[src/sv/temp_sensor_vref_calibration_core_assert.svh]
// Assertion macros shared by the calibration core modules.
`ifndef TEMP_SENSOR_VREF_CALIBRATION_CORE_ASSERT_SVH
`define TEMP_SENSOR_VREF_CALIBRATION_CORE_ASSERT_SVH
`ifndef SYNTH
`define VCAL_ASSERT_IMP(label, clk, rst_n, ante, cons) \
    label: assert property (@(posedge clk) disable iff (!rst_n) (ante) |-> (cons)) \
        else $error("vcal: implication check failed");
`define VCAL_ASSERT_NXT(label, clk, rst_n, ante, cons) \
    label: assert property (@(posedge clk) disable iff (!rst_n) (ante) |=> (cons)) \
        else $error("vcal: next-cycle check failed");
`else
`define VCAL_ASSERT_IMP(label, clk, rst_n, ante, cons)
`define VCAL_ASSERT_NXT(label, clk, rst_n, ante, cons)
`endif
`endif

[src/sv/vcal_pkg.sv]
package vcal_pkg;

    localparam int SAMPLE_BITS_DEF = 12;

    typedef struct packed {
        logic [11:0] sensor_sample;
        logic [11:0] supply_quarter_sample;
    } t_in;

    typedef struct packed {
        logic [11:0]        corrected_ref_mv;
        logic [15:0]        supply_mv;
        logic signed [15:0] temperature_tenths;
        logic               calibration_error;
    } t_out;

    typedef struct packed {
        logic [11:0] room_temp_tenths;
        logic [11:0] hot_temp_tenths;
        logic [10:0] room_ref_mv;
        logic [10:0] hot_ref_mv;
        logic [11:0] room_adc_code;
        logic [11:0] hot_adc_code;
    } t_cfg;

    // Item as classified by the front end and held in the queue.
    typedef struct packed {
        logic               err;
        logic [11:0]        s;
        logic [11:0]        q;
        logic signed [12:0] sa;
    } t_item;

    localparam logic [2:0] CFG_ROOM_TEMP = 3'd0;
    localparam logic [2:0] CFG_HOT_TEMP  = 3'd1;
    localparam logic [2:0] CFG_ROOM_REF  = 3'd2;
    localparam logic [2:0] CFG_HOT_REF   = 3'd3;
    localparam logic [2:0] CFG_ROOM_ADC  = 3'd4;
    localparam logic [2:0] CFG_HOT_ADC   = 3'd5;

    localparam t_cfg CFG_RESET = '{
        room_temp_tenths: 12'd250,
        hot_temp_tenths:  12'd850,
        room_ref_mv:      11'd1000,
        hot_ref_mv:       11'd1000,
        room_adc_code:    12'd2000,
        hot_adc_code:     12'd2500
    };

    localparam int QUEUE_DEPTH = 4;
    localparam int QPTR_W      = $clog2(QUEUE_DEPTH);
    localparam logic [QPTR_W:0] QUEUE_CNT_FULL = (QPTR_W + 1)'(QUEUE_DEPTH);

    // Reciprocals for exact truncating division of bounded values.
    // x / 1000 == (x * M1000) >> 34 for x < 2**24.
    localparam logic [24:0] M1000     = 25'd17179870;
    localparam int          M1000_SH  = 34;
    // x / 100 == (x * M100) >> 30 for x < 2**22.
    localparam logic [23:0] M100      = 24'd10737419;
    localparam int          M100_SH   = 30;

endpackage

[src/sv/vcal_front.sv]
module vcal_front
    import vcal_pkg::*;
#(
    parameter int SAMPLE_BITS = SAMPLE_BITS_DEF
) (
    input  logic  i_in_valid,
    output logic  o_in_stall,
    input  t_in   i_in_data,
    input  t_cfg  i_cfg,
    input  logic  i_full,
    output logic  o_push,
    output t_item o_item
);

    localparam logic [11:0] SMASK = 12'(((64'd1 << SAMPLE_BITS) - 64'd1));

    logic [11:0] w_s;

    assign w_s = i_in_data.sensor_sample & SMASK;

    assign o_in_stall = i_full;
    assign o_push     = i_in_valid && !i_full;

    // Coinciding calibration points leave a zero divisor.
    assign o_item.err = (i_cfg.hot_adc_code == i_cfg.room_adc_code) ||
                        (i_cfg.hot_temp_tenths == i_cfg.room_temp_tenths);
    assign o_item.s   = w_s;
    assign o_item.q   = i_in_data.supply_quarter_sample & SMASK;
    assign o_item.sa  = $signed({1'b0, w_s}) - $signed({1'b0, i_cfg.room_adc_code});

endmodule

[config.mk]
export PLATFORM = sky130hd
export DESIGN_NAME = vcal_front
export DESIGN_NICKNAME = d
export VERILOG_FILES = /design/src/sv/temp_sensor_vref_calibration_core_assert.svh /design/src/sv/vcal_pkg.sv /design/src/sv/vcal_front.sv
export SDC_FILE = /design/constraint.sdc
export NUM_CORES = 1
export LEC_CHECK = 0
export BUFFER_PORTS_ARGS = -buffer_cell sky130_fd_sc_hd__buf_4
export CAP_MARGIN = 30
export CORE_MARGIN = 1.5
export CORE_UTILIZATION = 35
export DETAILED_ROUTE_END_ITERATION = 12
export PLACE_DENSITY = 0.82
export SYNTH_ARGS = -nofsm -noshare
export SYNTH_HDL_FRONTEND = slang
export SYNTH_SLANG_ARGS = --single-unit
[constraint.sdc]
create_clock -name vclk -period 2.2
set_input_delay 0.33 -clock vclk [all_inputs]
set_output_delay 0.33 -clock vclk [all_outputs]
set_load 0.05 [all_outputs]
# Word-level counts from Yosys, hierarchy flattened
# Index checks and enable logic that the tools add are counted.
dict set report totals {
  ff_bits 0
  latchBits 0
  ramBits 0
  mem_bits_ro 0
  out_inout_bits 40
  elab_cells 6
  memories 0
}
dict set report op_classes {
  addsub 1
  multipliers 0
  div_mod_pow 0
  order_cmp 0
  n_eq_ne 2
  shifts 0
  n_mux 0
  bitwise 0
  n_reduce_logical 3
}
# operator count
set ops {}
lappend ops {{equality test 12 bit} 2}
lappend ops {{subtractor 12 x 12 -> 13 bit} 1}
lappend ops {{logical AND 1 bit} 1}
lappend ops {{zero test 1 bit} 1}
lappend ops {{logical OR 1 bit} 1}

# Logic depth before layout (Yosys ltp)
dict set report depth {
  depth_word 2
  depth_mapped 8
}

# Worst setup path after synthesis
# OpenSTA, ideal clock, no wires.
dict set report synth_timing {
  path_type {input to output}
  from {in i_cfg[15] in the netlist's numbering}
  to {out o_item[11] in the netlist's numbering}
  t_arrival_ps 2468
  path_slack_ps -598
  cell_stages 6
  path_buffers 0
  path_cell_list {inv_1 -> ha_1 -> a21o_1 -> a21oi_2 -> o221ai_2 -> o311ai_1}
}
# item line
set synth_rtl {}
lappend synth_rtl {{start, declared} vcal_front.sv:9} ;# input t_cfg i_cfg,
lappend synth_rtl {{end, declared} vcal_front.sv:12} ;# output t_item o_item

==> summary.txt <==
Power and ir drop
  – Maximum VDD drop: 0.309 mV
  – Leak Pwr: 1.05 nW
  – PD cells: 384 mW/mm²

Die
  – Die height: 59.7 µm
  – Num ports: 136
  – DIE WIDTH: 59.7 µm
  – # rows: 20
  – Core area: 0.00305 mm²
  – Die area: 0.00356 mm²
  – Initial Util: 36.8%

Synthesis
  – Net count after synthesis: 259
  – Synth top area cells: xor2_1, buf_4, ha_1
  – Mapped cell area: 0.00112 mm²
  – Synth area leader: xor2_1
  – Post-synthesis cell count: 150
  – Sequential area share after synthesis: 0%
  – Post-synth top area share: 21.0%
  – Synth unique cells: 36
  – Syn avg cell area: 7.49 µm²
  – Yosys warns: 0

Worst setup path
  – Critical path class: in2out
  – CP required: 1870 ps
  – CP max FO: 4
  – Worst Setup Start Kind: input port
  – Crit end category: output port
  – Crit path DAT: 1890 ps

Drt
  – Vias: 1313
  – DRC viols: 0
  – Post-DRT Antenna Nets: 0
  – WL per Instance: 12.0 µm
  – TritonRoute pass-1 iters: 4
  – Avg Vias per Cell: 4.71
  – Total Wirelength: 3350 µm
  – Initial DRC Count: 46

Timing
  – Worst Max-Slew Pin Slew: 352 ps
  – Final worst slack: -20.6 ps
  – Fin crit share: 101%
  – Max Clk Rate: 450 MHz
  – Final Critical Period: 2220 ps
  – Final setup viols: 2
  – RSZ-0062 raised after global routing: yes
  – Relative slew slack: 76.3%
  – Setup TNS: -38.3 ps
  – Final Hold Fails: 0
  – Max Slew Vio Count: 0

Cells and area
  – Most frequent cells in the layout: buf_4, xor2_1, inv_1, ha_1, buf_6
  – Fillers: 246
  – Layout cell share with drive strength beyond 1: 60.0%
  – Number of diodes: 0
  – Clock Buffer Count: 0
  – Seq_cells: 0
  – FF+latch area: 0 µm²
  – Synth-to-Final Area Change: 85.4%
  – Commonest non-fill, non-tap cell in the layout: buf_4
  – Final net count: 346

Global route
  – First-pass GRT wire length: 4860 µm
  – Vias in the first global route: 1183
  – Initial antenna violation count: 0
  – Pin count of the biggest net entering global routing: 7
  – Grt ovf: 0
  – GRT Util Overall: 17.0%

Place
  – Routability Congestion: 0.814
  – Post-Place Setup Slack: -220 ps
  – Hpwl dp: 2790 µm
  – Port-buffer cells: 90

Hold path
  – Hold WC Path Type: in2out

Run status
  – Status: finished, violations left
  – Failing checks: negative setup slack

Run
  – Max_cap viols: 0
## path summary, 6_finish.rpt
kind | cells past startpoint | end | startpoint
hold / removal | 0 | o_item[14] | i_in_data[1]
setup / recovery | 9 | o_item[10] | i_cfg[12]
## logic make-up after synthesis
kind of cell | synth area share, %
compound gates | 18.8
xor+xnor | 24.2
fa+ha+maj | 15.1
buf+inv | 22.7
mux | 0.891
simple gates | 18.3
## report_power, final
group	switching (mW)	internal, mW	leakage, nW
clock	0	0	0
combinational	0.447	0.352	1.05
sequential	0	0	0
total	0.447	0.352	1.05
## worst max-delay path: stages
cell      delay, ps
buf_8           100
ha_4            160
fa_2            380
nor2b_4         130
o31a_4          160
nor3_4           40
o21bai_2        220
xor2_4          150
buf_4           210
## cell type report
| class | instances | area, µm² | area share [%] |
|---|---|---|---|
| multi-input cells | 107 | 1090 | 52.4 |
| inverters | 18 | 70.1 | 3.36 |
| repair buffers | 110 | 867 | 41.6 |
| well taps | 44 | 55.1 | 2.64 |
## synth_stat cells (all sizes together) (3+ instances only)
cell,instances
nor4,6
a21oi,5
o21ai,7
ha,12
buf,25
xor2,27
a21o,3
nand3,3
xnor2,4
nor2,4
inv,18
nor2b,4
nand2,7
## per-layer routing
layer  up-vias  routed length (µm)  GRT usage (%)
met4         0                   0          0.317
met3         0                 198          0.433
met2        44                1820           32.8
met5         -                   0              0
met1       604                1330           21.9
li1        665                   -              -
## stage by stage
stage,power (mW),utilization (%),hold WS (ps),std cells,area [µm²]
3_3_place_gp,0.719,62.3,660,275,1900
2_1_floorplan,0.543,-,827,150,1240
4_1_cts,0.767,65.6,660,277,2000
3_5_place_dp,0.727,62.3,660,275,1900
5_1_grt,0.849,68.2,660,279,2080
6_report,0.799,68.2,660,279,2080
## repair_timing
action,CTS,global route
pin swaps,8,10
gates resized for setup,17,12
hold buffers,0,0
endpoints found under the setup margin,7,7
buffers inserted,2,2
endpoints found under the hold margin,0,0
Note: power is estimated with default switching activity, not from simulation.
