`config.mk`:
```
export PLATFORM = sky130hd
export DESIGN_NAME = vcal_fifo
export DESIGN_NICKNAME = d
export VERILOG_FILES = /design/src/sv/vcal_pkg.sv /design/src/sv/vcal_fifo.sv
export VERILOG_INCLUDE_DIRS = /design/src /design/src/sv
export SDC_FILE = /design/constraint.sdc
export NUM_CORES = 1
export LEC_CHECK = 0
export ABC_AREA = 1
export BUFFER_PORTS_ARGS = -buffer_cell sky130_fd_sc_hd__buf_2
export CAP_MARGIN = 10
export CELL_PAD_IN_SITES_DETAIL_PLACEMENT = 1
export CELL_PAD_IN_SITES_GLOBAL_PLACEMENT = 1
export CORE_MARGIN = 1.5
export CORE_UTILIZATION = 42
export DETAILED_ROUTE_END_ITERATION = 16
export MAX_ROUTING_LAYER = met4
export PLACE_DENSITY = 0.74
export SYNTH_ARGS = -nofsm -noshare
export SYNTH_HDL_FRONTEND = slang
export SYNTH_SLANG_ARGS = --single-unit
export TNS_END_PERCENT = 100
```
`constraint.sdc`:
```
create_clock -name i_clk -period 1.6 [get_ports i_clk]
set_input_delay 0 -clock i_clk [delete_from_list [all_inputs] [get_ports i_clk]]
set_output_delay 0 -clock i_clk [all_outputs]
set_load 0.02 [all_outputs]
```
`src/sv/temp_sensor_vref_calibration_core_assert.svh`:
```
// Assertion macros shared by the calibration core modules.
`ifndef TEMP_SENSOR_VREF_CALIBRATION_CORE_ASSERT_SVH
`define TEMP_SENSOR_VREF_CALIBRATION_CORE_ASSERT_SVH
`ifndef SYNTH
`define VCAL_ASSERT_IMP(label, clk, rst_n, ante, cons) \
    label: assert property (@(posedge clk) disable iff (!rst_n) (ante) |-> (cons)) \
        else $error("vcal: implication check failed");
`define VCAL_ASSERT_NXT(label, clk, rst_n, ante, cons) \
    label: assert property (@(posedge clk) disable iff (!rst_n) (ante) |=> (cons)) \
        else $error("vcal: next-cycle check failed");
`else
`define VCAL_ASSERT_IMP(label, clk, rst_n, ante, cons)
`define VCAL_ASSERT_NXT(label, clk, rst_n, ante, cons)
`endif
`endif

```
`src/sv/vcal_pkg.sv`:
```
package vcal_pkg;

    localparam int SAMPLE_BITS_DEF = 12;

    typedef struct packed {
        logic [11:0] sensor_sample;
        logic [11:0] supply_quarter_sample;
    } t_in;

    typedef struct packed {
        logic [11:0]        corrected_ref_mv;
        logic [15:0]        supply_mv;
        logic signed [15:0] temperature_tenths;
        logic               calibration_error;
    } t_out;

    typedef struct packed {
        logic [11:0] room_temp_tenths;
        logic [11:0] hot_temp_tenths;
        logic [10:0] room_ref_mv;
        logic [10:0] hot_ref_mv;
        logic [11:0] room_adc_code;
        logic [11:0] hot_adc_code;
    } t_cfg;

    // Item as classified by the front end and held in the queue.
    typedef struct packed {
        logic               err;
        logic [11:0]        s;
        logic [11:0]        q;
        logic signed [12:0] sa;
    } t_item;

    localparam logic [2:0] CFG_ROOM_TEMP = 3'd0;
    localparam logic [2:0] CFG_HOT_TEMP  = 3'd1;
    localparam logic [2:0] CFG_ROOM_REF  = 3'd2;
    localparam logic [2:0] CFG_HOT_REF   = 3'd3;
    localparam logic [2:0] CFG_ROOM_ADC  = 3'd4;
    localparam logic [2:0] CFG_HOT_ADC   = 3'd5;

    localparam t_cfg CFG_RESET = '{
        room_temp_tenths: 12'd250,
        hot_temp_tenths:  12'd850,
        room_ref_mv:      11'd1000,
        hot_ref_mv:       11'd1000,
        room_adc_code:    12'd2000,
        hot_adc_code:     12'd2500
    };

    localparam int QUEUE_DEPTH = 4;
    localparam int QPTR_W      = $clog2(QUEUE_DEPTH);
    localparam logic [QPTR_W:0] QUEUE_CNT_FULL = (QPTR_W + 1)'(QUEUE_DEPTH);

    // Reciprocals for exact truncating division of bounded values.
    // x / 1000 == (x * M1000) >> 34 for x < 2**24.
    localparam logic [24:0] M1000     = 25'd17179870;
    localparam int          M1000_SH  = 34;
    // x / 100 == (x * M100) >> 30 for x < 2**22.
    localparam logic [23:0] M100      = 24'd10737419;
    localparam int          M100_SH   = 30;

endpackage

```
`src/sv/vcal_fifo.sv`:
```
`include "temp_sensor_vref_calibration_core_assert.svh"
module vcal_fifo
    import vcal_pkg::*;
(
    input  logic  i_clk,
    input  logic  i_rst_n,
    input  logic  i_push,
    input  t_item i_item,
    output logic  o_full,
    input  logic  i_pop,
    output logic  o_empty,
    output t_item o_item
);

    t_item             r_mem [0:QUEUE_DEPTH-1];
    logic [QPTR_W-1:0] r_wr;
    logic [QPTR_W-1:0] r_rd;
    logic [QPTR_W:0]   r_count;

    assign o_full  = (r_count == QUEUE_CNT_FULL);
    assign o_empty = (r_count == '0);
    assign o_item  = r_mem[r_rd];

    always_ff @(posedge i_clk) begin
        if (!i_rst_n) begin
            r_wr    <= '0;
            r_rd    <= '0;
            r_count <= '0;
        end else begin
            if (i_push) begin
                r_wr <= r_wr + 1'b1;
            end
            if (i_pop) begin
                r_rd <= r_rd + 1'b1;
            end
            if (i_push && !i_pop) begin
                r_count <= r_count + 1'b1;
            end else if (!i_push && i_pop) begin
                r_count <= r_count - 1'b1;
            end
        end
    end

    always_ff @(posedge i_clk) begin
        if (i_push) begin
            r_mem[r_wr] <= i_item;
        end
    end

    `VCAL_ASSERT_IMP(a_no_push_full, i_clk, i_rst_n, r_count == QUEUE_CNT_FULL, !i_push)
    `VCAL_ASSERT_IMP(a_no_pop_empty, i_clk, i_rst_n, r_count == '0, !i_pop)
    `VCAL_ASSERT_NXT(a_count_pass, i_clk, i_rst_n, i_push && i_pop, $stable(r_count))

endmodule

```
# Yosys cells after proc, flatten, opt, wreduce, memory -nomap -nowiden
# Memory sizes are Yosys's and may differ from the RTL's. A register that Yosys moved wholly into a read port is not among the register bits.
# Index checks and enable logic that the tools add are counted.
totals:
  out_inout_bits: 40
  word_cells: 21
  ff_bits: 7
  input_bits: 42
  ram_bits: 152
  n_memories: 1
mem_list:
  columns: ["memory", "depth", "width", "read_ports", "rd_clocked_by_memory_dff", "wr", "line", "rtl"]
  rows:
  - ["r_mem", 4, 38, 1, 1, 1, "vcal_fifo.sv:15", "t_item r_mem [0:QUEUE_DEPTH-1];"]
classes:
  n_eq_ne: 1
  n_addsub: 4
  mux: 6
  n_reduce_logical: 6
ops:
  columns: ["op", "n"]
  rows:
  - ["2-to-1 mux 3 bit", 2]
  - ["adder 2 x 1 -> 2 bit, second input constant", 2]
  - ["2-to-1 mux 2 bit", 2]
  - ["adder 3 x 1 -> 3 bit, second input constant", 1]
  - ["== test 3 bit, second input constant", 1]
  - ["zero test 3 bit", 1]
  - ["subtractor 3 x 1 -> 3 bit, second input constant", 1]
  - ["logical AND 1 bit", 2]
  - ["zero test 1 bit", 2]
  - ["2-to-1 mux 1 bit", 2]
  - ["nonzero test 2 bit", 1]

# Depth between registers and ports, before layout
# Gate-level depths: netlist (run 1).
logic_depth:
  word_depth: 4
  ltp_mapped: 10
  depth_no_buf: 10

# Worst setup path before layout (run 1)
# Ideal clock, no wire load.
synth_timing:
  path_type: "reg2reg"
  start: "reg r_wr[0]"
  end: "mem r_mem[2][0] (netlist name), enable pin"
  period_less_slack_ns: 1.729
  setup_ns: 0.393
  path_slack_ns: -0.129
  t_required_ns: 1.207
  path_stages_with_launch: 5
  path_buffers: 0
  arrival_time_ns: 1.337
  cell_sequence: "dfxtp_1 -> inv_1 -> ha_1 -> nand2_1 -> inv_1"
synth_rtl:
  columns: ["item", "line", "rtl"]
  rows:
  - ["start: declaration", "vcal_fifo.sv:16", "logic [QPTR_W-1:0] r_wr;"]
  - ["start signal: assignment", "vcal_fifo.sv:31", "r_wr <= r_wr + 1'b1;"]
  - ["end: declaration", "vcal_fifo.sv:15", null]
# Straight into the memory's write port.

==> results of run 1 <==
## per-layer routing
| layer | track usage | vias up | routed length, um |
|---|---|---|---|
| met5 | - | - | 0 |
| li1 | - | 1873 | - |
| met1 | 0.231 | 2023 | 5980 |
| met4 | 0.0812 | 0 | 295 |
| met2 | 0.377 | 99 | 8530 |
| met3 | 0.0457 | 22 | 572 |
## cell usage in the layout (no fill, tap or decap), drive strengths merged, types with 5 or more instances in the layout
cell type / Yosys / final
edfxtp: 152 / 152
buf: 15 / 104
o21ai: 82 / 82
nor2: 81 / 81
dlygate4sd3: 0 / 41
o22ai: 38 / 38
clkbuf: 9 / 21
inv: 17 / 18
nand2: 9 / 9
dfxtp: 9 / 9
clkinvlp: 0 / 6
ha: 5 / 5
## sequential cells by signal, summed over array words and instances (netlist names), named ones only
| signal | flops |
|---|---|
| r_rd | 2 |
| r_count | 3 |
| r_wr | 2 |
| r_mem | 152 |
## stage by stage
| stage | hold slack (ns) | cells | power [uW] | setup TNS [ns] |
|---|---|---|---|---|
| 2_1_floorplan | 0.0989 | 426 | 5550 | 0 |
| 3_3_place_gp | 0.217 | 681 | 5930 | 0 |
| 3_5_place_dp | 0.220 | 681 | 5980 | 0 |
| 4_1_cts | 0.315 | 757 | 10300 | -0.227 |
| 5_1_grt | 0.334 | 762 | 10600 | -0.840 |
| 6_report | 0.332 | 762 | 10300 | -0.0151 |
## path summary, 6_finish.rpt
kind,to,cells past startpoint
min reg2reg,register,1
max reg2reg,r_mem[1][12],5
min,r_mem[3][26],2
max,o_item[11],5
## cell type report
cell class                 instances  area, sq um  share of cell area
clock buffer                      18          429              0.0528
clock inverter                    14          179              0.0220
inverter                          17         93.8              0.0116
multi-input combinational        224         1150               0.142
sequential                       161         4750               0.585
tap                              180          225              0.0277
timing repair buffer             148         1290               0.159
## logic make-up after synthesis
kind of cell,Yosys count,synth area share
DFF,161,0.780
AOI/OAI and AO/OA,124,0.110
and+or+nand+nor,94,0.0590
buffers and inverters,41,0.0374
adders and majority gates,6,0.0136
## repair_timing
action	in CTS	in global routing
pin swaps	7	10
hold buffers	41	0
resized for setup	45	27
buffers inserted	1	1
setup endpoints to repair	38	36
hold endpoints to repair	161	0
gates cloned	2	4
## power by group through the flow
stage / registers [uW] / logic [uW] / clock network (uW)
after floorplan: 4940 / 612 / 0
after global placement: 4940 / 986 / 0
after detailed placement: 4960 / 1030 / 0
after CTS: 4870 / 1210 / 4230
after global routing: 4890 / 1380 / 4360
final: 4870 / 1270 / 4150
==> results.json, run 1 <==
{
  "status": "complete, but fails checks",
  "violations": "setup timing",
  "synth-seq-cells": 161,
  "worstHoldStart": "i_item[26]",
  "slowest_delay_ns": 0.42,
  "clock_latency_ns": 0.42,
  "pwr-share-comb": 0.124,
  "grt_max_degree": 30,
  "critical_path.top_delay_family": "buffers and inverters",
  "ir_drop_mv": 0.806,
  "seqPwrFrac": 0.473,
  "min_period_over_period": 1.01,
  "cts.sinks": 161,
  "internal-power_uw": 7810,
  "async_reset_ff_frac": 0,
  "rrSetupSlack_ns": 0.12,
  "grt_pass1_wl_um": 22500,
  "clockPowerShare": 0.403,
  "start_kind": "register",
  "finalWirelength_um": 15400,
  "setup_viol_count_final": 1,
  "layout_min_cycle_time_ns": 1.62,
  "drc": 0,
  "tightestPinTransition_ns": 0.372,
  "fillerInstances": 1346,
  "endpoint_kind": "output port",
  "area_delta_synth_final_pct": 33.6,
  "final_util": 0.581,
  "clockBufferDepth": 2,
  "ys_top_cells_by_count": "edfxtp_1 (152), nor2_1 (81), o21ai_0 (74)",
  "vias": 4017,
  "power.leakage_uw": 0.00295,
  "cp_cell_sequence": "inv_8, buf_12, o21ai_0, o22ai_1, buf_4",
  "final_area_sq_mm": 0.00812,
  "synth.cell_area_sq_mm": 0.00608,
  "synthFlopType": "edfxtp_1",
  "synth.area.top_cells": "edfxtp_1 (75%), o21ai_0 (6.1%), nor2_1 (5.0%)",
  "boundaryPins": 82,
  "cts_buffers": 17,
  "drive_gt1_frac": 0.266,
  "yosysMostFrequentCell": "edfxtp_1",
  "hold_viol": 0,
  "portBuffers": 81,
  "fin_nets": 617,
  "clk_pin_slew_ns": 0.06,
  "fp-row-count": 43,
  "wl_per_cell_um": 20.2,
  "setup_ws_ns": -0.0151,
  "die_y_um": 123,
  "rr_startpoint": "r_wr[1]",
  "timing.fmax_mhz": 619,
  "crit_path_max_fanout": 17,
  "cts_tree": "yes",
  "synth_cells": 426,
  "place_ws_ns": 0.105,
  "p_sw_uw": 2490,
  "grt_pass1_vias": 4297,
  "synth_top_cell_area_share": 0.750,
  "grt-ovfl-total": 0,
  "core_area_sq_mm": 0.0140,
  "relSlewSlack": 0.752,
  "slew_violations": 0,
  "initial_core_util": 0.435,
  "drv_cap": 0,
  "yosysUniqueCellTypes": 20,
  "holdCritPathClass": "in2reg",
  "power_density_mw_per_mm2": 1270,
  "swShare": 0.242,
  "synthesis.nets": 474,
  "htree_levels": 4,
  "seq_area_frac_synth": 0.780,
  "grt_usage": 0.211,
  "gp_congestion": 0.734,
  "crit_slowest_cell": "dfxtp_4",
  "antenna_found_initial": 0,
  "synth_top_area_cell": "edfxtp_1",
  "clockRootBuffer": "clkbuf_16",
  "synth.avg_cell_area_sq_um": 14.3,
  "cp.arrival_ns": 1.62,
  "firstDrtPassIters": 4,
  "worstSetupPathType": "reg2out",
  "yosys_warnings": 0,
  "skew_ns": 0.00399,
  "die_area_sq_mm": 0.0152,
  "cp_num_buf_inv": 3,
  "synth-edff-count": 152,
  "first_iter_violations": 254,
  "die_w_um": 123,
  "required_ns": 1.60,
  "n_antenna_cell": 0,
  "hpwl_um": 8870,
  "ant_nets": 0,
  "vias_per_cell": 5.27,
  "rsz0062_at_grt": "yes",
  "place_area_sq_mm": 0.00678
}
(Power assumes the default switching activity.)
==> run 2: changes to the inputs <==
- CORE_UTILIZATION: 42 -> 45
- PLACE_DENSITY: 0.74 -> 0.76
- clock period: 1.6 -> 1.7 ns (I/O delays scaled with it)
==> results.json, run 2 (synthesis gave the netlist of run 1 again) <==
{
  "status": "completed",
  "final_common_cell": "edfxtp_1",
  "clockRootBuffer": "clkbuf_16",
  "cts.sinks": 161,
  "grt_pass1_wl_um": 24700,
  "largest_register_ffs": 152,
  "core_area_sq_mm": 0.0132,
  "required_ns": 1.70,
  "wl_per_cell_um": 21.7,
  "crit_path_max_fanout": 38,
  "initial_core_util": 0.461,
  "fin_nets": 610,
  "start_kind": "register",
  "grt_pass1_vias": 4402,
  "drc": 0,
  "antenna_found_initial": 0,
  "die_y_um": 119,
  "first_iter_violations": 278,
  "boundaryPins": 82,
  "cts_buffers": 17,
  "rrSetupSlack_ns": 0.19,
  "die_area_sq_mm": 0.0142,
  "drv_cap": 0,
  "relSlewSlack": 0.757,
  "regToRegEndpoint": "r_mem[0][31]",
  "grt_usage": 0.248,
  "hold_viol": 0,
  "place_area_sq_mm": 0.00670,
  "vias_per_cell": 5.44,
  "slew_violations": 0,
  "vias": 4089,
  "timing.fmax_mhz": 605,
  "ff2ff_path_depth": 5,
  "endpoint_kind": "output port",
  "final_cell_mix": "edfxtp_1 (152), nor2_1 (81), buf_2 (73), o21ai_0 (69), dlygate4sd3_1 (39)",
  "die_w_um": 119,
  "rr_startpoint": "r_wr[0]",
  "final_area_sq_mm": 0.00780,
  "fp-row-count": 42,
  "gp_congestion": 0.748,
  "firstDrtPassIters": 4,
  "regMostFlops": "r_mem",
  "worstHoldStart": "i_push",
  "power_density_mw_per_mm2": 1210,
  "ir_drop_mv": 0.660,
  "grt_max_degree": 45,
  "hpwl_um": 9040,
  "htree_levels": 4,
  "reg_top3": "r_mem x152, r_count x3",
  "worstSetupPathType": "reg2out",
  "clockBufferDepth": 2,
  "clk_pin_slew_ns": 0.06,
  "setup_tns_ns": 0,
  "drive_gt1_frac": 0.237,
  "cts_tree": "yes",
  "setup_viol_count_final": 0,
  "clock_latency_ns": 0.43,
  "cp.arrival_ns": 1.65,
  "min_period_over_period": 0.972,
  "fillerInstances": 1289,
  "finalWirelength_um": 16300,
  "ant_nets": 0,
  "area_delta_synth_final_pct": 28.2,
  "holdCritPathClass": "in2reg",
  "power.leakage_uw": 0.00283,
  "layout_min_cycle_time_ns": 1.65,
  "rsz0062_at_grt": "yes",
  "portBuffers": 81,
  "tightestPinTransition_ns": 0.360,
  "skew_ns": 0.00713,
  "grt-ovfl-total": 0,
  "n_antenna_cell": 0,
  "hold_end": "r_wr[0]",
  "hold_depth": 3
}
run 2: how the worst max path moves through the flow:
stage,startpoint,endpoint,slack (ns),depth (start not counted)
2_1_floorplan,r_wr[0],r_mem[3][0],0.04,3
3_3_place_gp,r_wr[0],r_mem[0][31],0.29,5
3_5_place_dp,r_wr[0],r_mem[0][32],0.25,5
5_1_grt,register,o_item[18],-0.01,4
4_1_cts,register,o_item[25],0.002,5
6_report,register,o_item[18],0.05,4
run 2: worst max-delay path, cell delays in order (launching register included):
cell     delay, ns
dfxtp_2       0.38
buf_12        0.22
o21ai_0       0.17
o22ai_1       0.24
buf_2         0.21
run 2: routing by layer:
layer,global-route usage,part of all wire
met1,0.262,0.39
met2,0.449,0.55
met3,0.0589,0.039
met4,0.0911,0.020
met5,-,0
run 2: final cells by class:
cell class / count / area [sq um] / share of cell area
multi-input combinational: 224 / 1110 / 0.143
clock buffer: 25 / 475 / 0.0610
tap: 176 / 220 / 0.0282
sequential: 161 / 4750 / 0.609
inverter: 17 / 80.1 / 0.0103
clock inverter: 7 / 86.3 / 0.0111
timing repair buffer: 141 / 1070 / 0.138
run 2: report_power, final:
group          switching (uW)  internal (uW)
Clock                    1480           2230
Combinational             704            401
Sequential               66.7           4520
Total                    2250           7150
run 2: repair_timing:
item                                   in CTS  in global routing
gates resized for setup                     8                 18
endpoints found under the hold margin     159                  0
buffers inserted                            2                  1
hold buffers                               39                  0
setup endpoints to repair                  30                 29
pin swaps                                   1                  0
gates cloned                                1                  1
run 2: metrics by stage:
stage | hold slack (ns) | setup WS, ns | total power (uW) | utilization | cells
after floorplan | 0.0989 | 0.0409 | 5220 | - | 426
after global placement | 0.214 | 0.285 | 5550 | 0.508 | 675
after detailed placement | 0.225 | 0.255 | 5610 | 0.508 | 675
after CTS | 0.00617 | 0.00182 | 9390 | 0.586 | 749
after global routing | 0.0657 | -0.0126 | 9690 | 0.591 | 751
final | 0.0193 | 0.0468 | 9400 | 0.591 | 751
